## src/rtl/core/chisq_pkg.sv

```systemverilog
`default_nettype none

package chisq_pkg;

  localparam int VAL_W   = 32;  // rates, uncertainties, terms (Q16.16)
  localparam int ACC_W   = 48;  // spectrum and overall sums (Q32.16)
  localparam int FREE_W  = 20;  // degrees of freedom
  localparam int CNT_W   = 13;  // bin count field
  localparam int CLAMP_W = 17;  // clamped bin count, holds the largest bin limit

  // housekeeping and accumulate requests towards the accumulator bank
  typedef struct packed {
    logic               open;     // first bin accepted
    logic               restart;  // with open: clear freedom and total first
    logic [CLAMP_W-1:0] count;    // clamped bin count
    logic               add;      // add term to both sums
    logic [VAL_W-1:0]   term;
  } chisq_acc_ctrl_t;

  typedef struct packed {
    logic busy;
    logic done;
  } chisq_div_stat_t;

endpackage

`default_nettype wire

```

## src/rtl/core/chisq_in_if.sv

```systemverilog
`default_nettype none

interface chisq_in_if;
  import chisq_pkg::*;

  logic              valid;
  logic              ready;
  logic [VAL_W-1:0]  observed_rate;
  logic [VAL_W-1:0]  model_rate;
  logic [VAL_W-1:0]  observed_unc;
  logic [VAL_W-1:0]  model_unc;
  logic              first_bin;
  logic              restart;
  logic [CNT_W-1:0]  bin_count;
  logic              last_bin;

  modport source (
    output valid, observed_rate, model_rate, observed_unc, model_unc,
           first_bin, restart, bin_count, last_bin,
    input  ready
  );

  modport sink (
    input  valid, observed_rate, model_rate, observed_unc, model_unc,
           first_bin, restart, bin_count, last_bin,
    output ready
  );
endinterface

`default_nettype wire

```

## src/rtl/core/chisq_out_if.sv

```systemverilog
`default_nettype none

interface chisq_out_if;
  import chisq_pkg::*;

  logic              valid;
  logic              ready;
  logic [VAL_W-1:0]  term_value;
  logic [ACC_W-1:0]  spectrum_sum;
  logic [ACC_W-1:0]  overall_total;
  logic              divide_fault;
  logic              sum_done;

  modport source (
    output valid, term_value, spectrum_sum, overall_total, divide_fault, sum_done,
    input  ready
  );

  modport sink (
    input  valid, term_value, spectrum_sum, overall_total, divide_fault, sum_done,
    output ready
  );
endinterface

`default_nettype wire

```

## src/rtl/core/chisq_div.sv

```systemverilog
`default_nettype none

// restoring divider, one quotient bit per cycle; the high half of the
// dividend must be below the divisor so that the quotient fits
module chisq_div (
  input  wire logic                         clk,
  input  wire logic                         rst,
  input  wire logic                         start,
  input  wire logic [chisq_pkg::VAL_W-1:0]  dividend_hi,
  input  wire logic [chisq_pkg::VAL_W-1:0]  dividend_lo,
  input  wire logic [chisq_pkg::VAL_W-1:0]  divisor,
  output logic      [chisq_pkg::VAL_W-1:0]  quotient,
  output chisq_pkg::chisq_div_stat_t        stat
);
  import chisq_pkg::*;

  localparam int STEP_W = $clog2(VAL_W);
  localparam logic [STEP_W-1:0] LAST_STEP = STEP_W'(VAL_W - 1);

  logic [VAL_W-1:0]  rem;
  logic [VAL_W-1:0]  shreg;
  logic [VAL_W-1:0]  dvs;
  logic [STEP_W-1:0] step;
  logic              busy;
  logic              done;
  logic [VAL_W:0]    trial;
  logic [VAL_W:0]    trial_sub;
  logic              fits;

  assign trial     = {rem, shreg[VAL_W-1]};
  assign trial_sub = trial - {1'b0, dvs};
  assign fits      = trial >= {1'b0, dvs};

  always_ff @(posedge clk) begin
    if (rst) begin
      busy <= 1'b0;
      done <= 1'b0;
      step <= '0;
    end else begin
      done <= 1'b0;
      if (start) begin
        busy <= 1'b1;
        step <= '0;
      end else if (busy) begin
        step <= step + 1'b1;
        if (step == LAST_STEP) begin
          busy <= 1'b0;
          done <= 1'b1;
        end
      end
    end
  end

  always_ff @(posedge clk) begin
    if (start) begin
      rem   <= dividend_hi;
      shreg <= dividend_lo;
      dvs   <= divisor;
    end else if (busy) begin
      rem   <= fits ? trial_sub[VAL_W-1:0] : trial[VAL_W-1:0];
      shreg <= {shreg[VAL_W-2:0], fits};
    end
  end

  assign quotient  = shreg;
  assign stat.busy = busy;
  assign stat.done = done;

endmodule

`default_nettype wire

```

## src/rtl/core/chisq_acc.sv

```systemverilog
`default_nettype none

// degrees of freedom, spectrum sum and overall total, all saturating
module chisq_acc (
  input  wire logic                          clk,
  input  wire logic                          rst,
  input  wire chisq_pkg::chisq_acc_ctrl_t    ctrl,
  output logic      [chisq_pkg::FREE_W-1:0]  freedom,
  output logic      [chisq_pkg::ACC_W-1:0]   spectrum,
  output logic      [chisq_pkg::ACC_W-1:0]   total
);
  import chisq_pkg::*;

  logic [FREE_W-1:0] free_base;
  logic [FREE_W:0]   free_sum;
  logic [ACC_W:0]    spec_sum;
  logic [ACC_W:0]    tot_sum;

  assign free_base = ctrl.restart ? '0 : freedom;
  assign free_sum  = {1'b0, free_base} + (FREE_W + 1)'(ctrl.count);
  assign spec_sum  = {1'b0, spectrum} + (ACC_W + 1)'(ctrl.term);
  assign tot_sum   = {1'b0, total} + (ACC_W + 1)'(ctrl.term);

  always_ff @(posedge clk) begin
    if (rst) begin
      freedom  <= '0;
      spectrum <= '0;
      total    <= '0;
    end else if (ctrl.open) begin
      freedom  <= free_sum[FREE_W] ? '1 : free_sum[FREE_W-1:0];
      spectrum <= '0;
      if (ctrl.restart) begin
        total <= '0;
      end
    end else if (ctrl.add) begin
      spectrum <= spec_sum[ACC_W] ? '1 : spec_sum[ACC_W-1:0];
      total    <= tot_sum[ACC_W] ? '1 : tot_sum[ACC_W-1:0];
    end
  end

endmodule

`default_nettype wire

```

## src/rtl/core/chi_square_accumulator.sv

```systemverilog
// one bin at a time: a bin passes MUL and CHK, then DIV1 unless the term is zero,
// saturates or has a zero divisor, then RED and, for a reduced term, DIV2, then
// ACC and OUT; a zero term or zero divisor goes from CHK straight to ACC; the
// restoring divider serves both divisions in 32 bit-serial steps. The next bin
// is taken the cycle after its result is loaded; a waiting result only holds OUT
// rst (synchronous, active high) clears the mode, the freedom, both sums and handshake
`default_nettype none

module chi_square_accumulator #(
  parameter int MAX_BINS = 4096
) (
  input  wire logic   clk,
  input  wire logic   rst,
  input  wire logic   cfg_we,
  input  wire logic   cfg_wdata,
  chisq_in_if.sink    bin,
  chisq_out_if.source term
);
  import chisq_pkg::*;

  // sequencer codes
  localparam logic [2:0] S_IDLE = 3'd0;  // ready for a bin
  localparam logic [2:0] S_MUL  = 3'd1;  // square the difference
  localparam logic [2:0] S_CHK  = 3'd2;  // pick zero, fault, saturation or division
  localparam logic [2:0] S_DIV1 = 3'd3;  // square over uncertainty
  localparam logic [2:0] S_RED  = 3'd4;  // reduced mode decision
  localparam logic [2:0] S_DIV2 = 3'd5;  // term over degrees of freedom
  localparam logic [2:0] S_ACC  = 3'd6;  // add term to both sums
  localparam logic [2:0] S_OUT  = 3'd7;  // hand result to the output register

  localparam logic [CLAMP_W-1:0] BIN_LIMIT = CLAMP_W'(MAX_BINS);

  logic [2:0]         state;
  logic               stat_mode;

  // per-bin working registers
  logic [VAL_W-1:0]   diff;
  logic [VAL_W-1:0]   dvs;
  logic               nonzero;
  logic               last;
  logic [2*VAL_W-1:0] sq;
  logic [2*VAL_W-1:0] sq_next;
  logic [VAL_W-1:0]   term_r;
  logic               fault;

  // output register
  logic               out_valid;
  logic [VAL_W-1:0]   out_term;
  logic [ACC_W-1:0]   out_spec;
  logic [ACC_W-1:0]   out_total;
  logic               out_fault;
  logic               out_done;

  logic               accept;
  logic               out_load;
  logic [CLAMP_W-1:0] count_ext;
  logic [CLAMP_W-1:0] count_clamped;

  // divider hookup
  logic               div_start;
  logic [VAL_W-1:0]   div_hi;
  logic [VAL_W-1:0]   div_lo;
  logic [VAL_W-1:0]   div_dvs;
  logic [VAL_W-1:0]   quotient;
  chisq_div_stat_t    div_stat;

  // accumulator bank hookup
  chisq_acc_ctrl_t    acc_ctrl;
  logic [FREE_W-1:0]  freedom;
  logic [ACC_W-1:0]   spectrum;
  logic [ACC_W-1:0]   total;

  assign bin.ready = (state == S_IDLE);
  assign accept    = bin.valid && bin.ready;
  assign out_load  = (state == S_OUT) && (!out_valid || term.ready);

  // bin counts above the limit count as the limit
  assign count_ext     = CLAMP_W'(bin.bin_count);
  assign count_clamped = (count_ext > BIN_LIMIT) ? BIN_LIMIT : count_ext;

  // 32 x 32 product, registered before the divider picks it up
  assign sq_next = diff * diff;

  // mode register
  always_ff @(posedge clk) begin
    if (rst) begin
      stat_mode <= 1'b0;
    end else if (cfg_we) begin
      stat_mode <= cfg_wdata;
    end
  end

  // first-bin housekeeping happens on acceptance, so the reduced division sees
  // the updated degrees of freedom
  always_comb begin
    acc_ctrl.open    = accept && bin.first_bin;
    acc_ctrl.restart = bin.restart;
    acc_ctrl.count   = count_clamped;
    acc_ctrl.add     = (state == S_ACC);
    acc_ctrl.term    = term_r;
  end

  chisq_acc u_acc (
    .clk      (clk),
    .rst      (rst),
    .ctrl     (acc_ctrl),
    .freedom  (freedom),
    .spectrum (spectrum),
    .total    (total)
  );

  // divider operands: the square in the first pass, the term in the reduced pass
  always_comb begin
    div_start = 1'b0;
    div_hi    = sq[2*VAL_W-1:VAL_W];
    div_lo    = sq[VAL_W-1:0];
    div_dvs   = dvs;
    unique case (state)
      S_CHK: begin
        div_start = nonzero && (dvs != '0) && (sq[2*VAL_W-1:VAL_W] < dvs);
      end
      S_RED: begin
        div_hi    = '0;
        div_lo    = term_r;
        div_dvs   = VAL_W'(freedom);
        div_start = stat_mode && (term_r != '0) && (freedom != '0);
      end
      default: begin
      end
    endcase
  end

  chisq_div u_div (
    .clk         (clk),
    .rst         (rst),
    .start       (div_start),
    .dividend_hi (div_hi),
    .dividend_lo (div_lo),
    .divisor     (div_dvs),
    .quotient    (quotient),
    .stat        (div_stat)
  );

  // sequencer
  always_ff @(posedge clk) begin
    if (rst) begin
      state <= S_IDLE;
    end else begin
      unique case (state)
        S_IDLE: begin
          if (accept) begin
            state <= S_MUL;
          end
        end
        S_MUL: begin
          state <= S_CHK;
        end
        S_CHK: begin
          if (!nonzero || dvs == '0) begin
            state <= S_ACC;
          end else if (div_start) begin
            state <= S_DIV1;
          end else begin
            state <= S_RED;
          end
        end
        S_DIV1: begin
          if (div_stat.done) begin
            state <= S_RED;
          end
        end
        S_RED: begin
          state <= div_start ? S_DIV2 : S_ACC;
        end
        S_DIV2: begin
          if (div_stat.done) begin
            state <= S_ACC;
          end
        end
        S_ACC: begin
          state <= S_OUT;
        end
        S_OUT: begin
          if (out_load) begin
            state <= S_IDLE;
          end
        end
        default: begin
          state <= S_IDLE;
        end
      endcase
    end
  end

  // per-bin datapath
  always_ff @(posedge clk) begin
    if (accept) begin
      diff    <= (bin.observed_rate >= bin.model_rate) ?
                 bin.observed_rate - bin.model_rate :
                 bin.model_rate - bin.observed_rate;
      dvs     <= (bin.observed_rate != '0) ? bin.observed_unc : bin.model_unc;
      nonzero <= (bin.observed_rate != '0) || (bin.model_rate != '0);
      last    <= bin.last_bin;
    end
    if (state == S_MUL) begin
      sq <= sq_next;
    end
    if (state == S_CHK) begin
      fault <= 1'b0;
      if (!nonzero) begin
        term_r <= '0;
      end else if (dvs == '0) begin
        // zero divisor: saturate and flag, no reduced pass
        term_r <= '1;
        fault  <= 1'b1;
      end else if (!div_start) begin
        // quotient would not fit in 32 bits
        term_r <= '1;
      end
    end
    if ((state == S_DIV1 || state == S_DIV2) && div_stat.done) begin
      term_r <= quotient;
    end
    if (state == S_RED && stat_mode && term_r != '0 && freedom == '0) begin
      // no degrees of freedom to divide by
      term_r <= '1;
      fault  <= 1'b1;
    end
  end

  // output register, decoupled from the input side
  always_ff @(posedge clk) begin
    if (rst) begin
      out_valid <= 1'b0;
    end else if (out_load) begin
      out_valid <= 1'b1;
    end else if (term.ready) begin
      out_valid <= 1'b0;
    end
  end

  always_ff @(posedge clk) begin
    if (out_load) begin
      out_term  <= term_r;
      out_spec  <= spectrum;
      out_total <= total;
      out_fault <= fault;
      out_done  <= last;
    end
  end

  assign term.valid         = out_valid;
  assign term.term_value    = out_term;
  assign term.spectrum_sum  = out_spec;
  assign term.overall_total = out_total;
  assign term.divide_fault  = out_fault;
  assign term.sum_done      = out_done;

  // a flagged result always carries the saturated term
  a_fault_saturates: assert property (@(posedge clk) disable iff (rst)
    out_valid && out_fault |-> out_term == '1)
    else $error("divide fault without saturated term");

  // the divider is only started when idle
  a_div_start_idle: assert property (@(posedge clk) disable iff (rst)
    div_start |-> !div_stat.busy)
    else $error("divider restarted while busy");

  // adding a term never lowers the spectrum sum
  a_sum_grows: assert property (@(posedge clk) disable iff (rst)
    state == S_ACC |=> spectrum >= $past(spectrum))
    else $error("spectrum sum decreased on accumulate");

endmodule

`default_nettype wire
```

## src/flat_wrapper.sv

```systemverilog
// flat-port wrapper written by rule: the top's interface ports become plain ports
module chi_square_accumulator_flat import chisq_pkg::*;
#(
  parameter int MAX_BINS = 4096
)
  (clk, rst, cfg_we, cfg_wdata, bin_valid, bin_observed_rate, bin_model_rate, bin_observed_unc, bin_model_unc, bin_first_bin, bin_restart, bin_bin_count, bin_last_bin, bin_ready, term_valid, term_term_value, term_spectrum_sum, term_overall_total, term_divide_fault, term_sum_done, term_ready);
  chisq_in_if bin_i ();
  chisq_out_if term_i ();
  input  wire logic clk;
  input  wire logic rst;
  input  wire logic cfg_we;
  input  wire logic cfg_wdata;
  input wire logic [$bits(bin_i.valid)-1:0] bin_valid;
  input wire logic [$bits(bin_i.observed_rate)-1:0] bin_observed_rate;
  input wire logic [$bits(bin_i.model_rate)-1:0] bin_model_rate;
  input wire logic [$bits(bin_i.observed_unc)-1:0] bin_observed_unc;
  input wire logic [$bits(bin_i.model_unc)-1:0] bin_model_unc;
  input wire logic [$bits(bin_i.first_bin)-1:0] bin_first_bin;
  input wire logic [$bits(bin_i.restart)-1:0] bin_restart;
  input wire logic [$bits(bin_i.bin_count)-1:0] bin_bin_count;
  input wire logic [$bits(bin_i.last_bin)-1:0] bin_last_bin;
  output wire logic [$bits(bin_i.ready)-1:0] bin_ready;
  output wire logic [$bits(term_i.valid)-1:0] term_valid;
  output wire logic [$bits(term_i.term_value)-1:0] term_term_value;
  output wire logic [$bits(term_i.spectrum_sum)-1:0] term_spectrum_sum;
  output wire logic [$bits(term_i.overall_total)-1:0] term_overall_total;
  output wire logic [$bits(term_i.divide_fault)-1:0] term_divide_fault;
  output wire logic [$bits(term_i.sum_done)-1:0] term_sum_done;
  input wire logic [$bits(term_i.ready)-1:0] term_ready;
  assign bin_i.valid = bin_valid;
  assign bin_i.observed_rate = bin_observed_rate;
  assign bin_i.model_rate = bin_model_rate;
  assign bin_i.observed_unc = bin_observed_unc;
  assign bin_i.model_unc = bin_model_unc;
  assign bin_i.first_bin = bin_first_bin;
  assign bin_i.restart = bin_restart;
  assign bin_i.bin_count = bin_bin_count;
  assign bin_i.last_bin = bin_last_bin;
  assign bin_ready = bin_i.ready;
  assign term_valid = term_i.valid;
  assign term_term_value = term_i.term_value;
  assign term_spectrum_sum = term_i.spectrum_sum;
  assign term_overall_total = term_i.overall_total;
  assign term_divide_fault = term_i.divide_fault;
  assign term_sum_done = term_i.sum_done;
  assign term_i.ready = term_ready;
  chi_square_accumulator #(.MAX_BINS(MAX_BINS)) u_core (.clk(clk), .rst(rst), .cfg_we(cfg_we), .cfg_wdata(cfg_wdata), .bin(bin_i), .term(term_i));
endmodule
```

## config.mk

```make
export PLATFORM = sky130hd
export DESIGN_NAME = chi_square_accumulator_flat
export DESIGN_NICKNAME = d
export VERILOG_FILES = /design/src/rtl/core/chisq_pkg.sv /design/src/rtl/core/chisq_in_if.sv /design/src/rtl/core/chisq_out_if.sv /design/src/rtl/core/chisq_div.sv /design/src/rtl/core/chisq_acc.sv /design/src/rtl/core/chi_square_accumulator.sv /design/src/flat_wrapper.sv
export SDC_FILE = /design/constraint.sdc
export NUM_CORES = 2
export LEC_CHECK = 0
export ABC_AREA = 1
export BUFFER_PORTS_ARGS = -buffer_cell sky130_fd_sc_hd__buf_2
export CAP_MARGIN = 20
export CORE_MARGIN = 3
export CORE_UTILIZATION = 49
export CTS_CLUSTER_DIAMETER = 150
export CTS_CLUSTER_SIZE = 30
export DETAILED_ROUTE_END_ITERATION = 10
export HOLD_SLACK_MARGIN = 0.12
export PLACE_DENSITY_LB_ADDON = 0.1
export SKIP_CTS_REPAIR_TIMING = 1
export SYNTH_ARGS = -nofsm -noshare
export SYNTH_HDL_FRONTEND = slang
export SYNTH_SLANG_ARGS = --single-unit
```

## constraint.sdc

```tcl
create_clock -name clk -period 14.7 [get_ports clk]
set_clock_uncertainty 0.2 [all_clocks]
set_input_delay 1.47 -clock clk [delete_from_list [all_inputs] [get_ports clk]]
set_output_delay 1.47 -clock clk [all_outputs]
set_load 0.05 [all_outputs]
```

==> flow_summary.yaml <==
setup_path:
  cp_max_fo: 25
  worstPathArrival_ns: 8.16
  critPathKind: "register to register"
  startpoint_type: "register"
  crit_path_end_kind: "register"
  reg2reg_depth: 23
  worstPathRequired_ns: 14.86
clocking:
  cts_tree: "built"
  numCtsBuffers: 24
  clock-sinks: 516
  clock_latency_ns: 0.65
  htreeDepth: 1
  cts_max_path_buffers: 3
  clkTransAtPathRegs_ns: 0.12
  cts-root-buf: "clkbuf_16"
synthesis:
  ys_warn_count: 0
  yosysMostFrequentCell: "inv_1"
  seq_area_frac_synth_pct: 22.5
  synth_edf_count: 355
  synthArstFlopShare_pct: 0
  synth_cells: 7443
  synth_seq_cells: 516
  synth_area_per_cell_um2: 8.27
  synth_nets: 8887
  synthFlopType: "edfxtp_1"
  yosysTopAreaCellShare_pct: 25.9
  ys_types: 66
  synth_common_cells: "inv_1, nand2_1, fa_1"
  synth_top_cell_by_area: "fa_1"
  syn_area_mm2: 0.0616
  ys_top_cells_by_area: "fa_1, edfxtp_1, inv_1, ha_1, nand2_1"
final_layout:
  regArea_mm2: 0.0139
  fill_cells: 12155
  area_growth_pct: 6.12
  drive_gt1_share_pct: 6.21
  multi_input_area_mm2: 0.0400
  layout.nets: 9032
  num_antenna_cells: 0
routing:
  vias_per_cell: 5.26
  drt_iter0_drc: 3516
  final_antenna_net_count: 0
  drc: 0
  vias: 48596
  wl_mm: 180
  drt_pre_antenna_iters: 9
  wl_per_cell_um: 19.4
sta:
  max_slew_margin_pct: 28.0
  period_share_pct: 54.5
  slew_violations: 0
  setup-tns-final_ns: 0
  fin_crit_ns: 8.00
  fmax_ghz: 0.125
  rsz0062_at_grt: "no"
  tightest_slew_ns: 1.08
  hold_violations: 0
  finalSetupViolCount: 0
min_path:
  min_path_cells: 0
  min_path_type: "register to register"
placed_design:
  hpwl_mm: 145
  io_buffers: 281
  gp_congestion: 0.996
run:
  maxCapViolations: 0
global_routing:
  grt_pass1_wl_mm: 283
  grt-ovfl-total: 0
  antenna_found_initial: 1
  grt_max_degree: 79
  grt_pass1_vias: 49838
  track_usage_pct: 27.6
run_status:
  status: "complete, no violations"
floorplan:
  ios: 282
  die_h_um: 361
  rows: 129
  start_util_pct: 49.6
  die_x_um: 361
  dieArea_mm2: 0.130
  core_mm2: 0.124
-- area by class of cell --
class / count / share of cell area [%]
Sequential cell: 516 / 21.2
Tap cell: 1637 / 3.13
Multi-Input combinational cell: 4901 / 61.2
Clock buffer: 37 / 0.994
Inverter: 1814 / 10.4
Timing Repair Buffer: 331 / 2.76
Clock inverter: 7 / 0.235
-- stage by stage --
step	worst slack [ns]	instance area, um2	util, %	hold slack [ns]	instances
final	6.70	65400	52.6	0.215	9243
after global routing	6.36	65400	52.6	0.212	9243
after CTS	6.74	65400	52.6	0.216	9243
after detailed placement	6.81	64600	51.9	0.205	9199
after global placement	6.88	64500	51.9	0.202	9198
after floorplan	6.98	61600	-	0.200	7443
-- layout by cell type (no fill, tap or decap), types with 18 or more instances in the layout --
master,count
a21o_1,50
a21oi_1,408
a21oi_2,19
a31oi_1,66
buf_2,281
buf_4,49
clkbuf_16,24
dfxtp_1,161
edfxtp_1,355
fa_1,798
ha_1,496
inv_1,1803
mux2_2,32
nand2_1,1463
nand3_1,154
nand4_1,54
nor2_1,456
nor3_1,49
nor4_1,38
o211ai_1,29
o21a_1,18
o21ai_0,316
o21ai_1,46
o21bai_1,44
xnor2_1,78
xor2_1,166
-- per-layer routing --
metal	wire length, um	track usage, %
met5	0	0
met4	4480	6.34
met3	9990	2.80
met2	85300	47.0
met1	80000	38.3
-- sequential cells by signal (all words and copies together), names as in the netlist, 3 cells and up --
| register | flops |
|---|---|
| u_core.u_acc.spectrum | 48 |
| u_core.dvs | 32 |
| u_core.term_r | 32 |
| u_core.term.spectrum_sum | 48 |
| u_core.term.overall_total | 48 |
| u_core.u_div.dvs | 32 |
| u_core.u_acc.total | 48 |
| u_core.sq | 63 |
| u_core.u_div.quotient | 32 |
| u_core.diff | 32 |
| u_core.u_div.rem | 32 |
| u_core.u_div.step | 5 |
| u_core.term.term_value | 32 |
| u_core.u_acc.freedom | 20 |
| u_core.state | 3 |
-- cells by family (layout without fill, tap and decap cells) --
kind of cell	after synthesis	count (layout)	share of synthesized area, %
AO/OA/AOI/OAI	1074	1074	9.99
multiplexers	33	33	0.601
flip-flops	516	516	22.5
AND/OR/NAND/NOR	2256	2256	14.8
XOR/XNOR	244	244	3.47
adder cells (fa/ha/maj)	1294	1294	36.0
buffers and inverters	2026	2189	12.6
-- worst paths after layout --
check | end | start | slack [ns]
max | u_core.sq[46] | u_core.diff[6] | 6.70
min | u_core.term.sum_done | u_core.last | 0.22
max reg2reg | u_core.sq[46] | u_core.diff[6] | 6.70
min reg2reg | u_core.term.sum_done | u_core.last | 0.22
-- critical path: stages (launching register included) --
cell,delay (ns)
edfxtp_1,0.60
buf_4,0.44
nand2_1,0.17
inv_1,0.12
fa_1,0.47
fa_1,0.50
fa_1,0.52
inv_1,0.05
fa_1,0.47
inv_1,0.05
fa_1,0.49
fa_1,0.57
fa_1,0.43
fa_1,0.45
ha_1,0.51
nand2_1,0.18
nor2_1,0.14
inv_1,0.08
nor2_1,0.30
nand3_1,0.12
o21ai_1,0.37
a21oi_1,0.17
o21ai_1,0.19
xor2_1,0.09
Power is left out: the tool's default activity adds up to more than one toggle a clock period on the data nets, which glitch-free logic cannot reach.
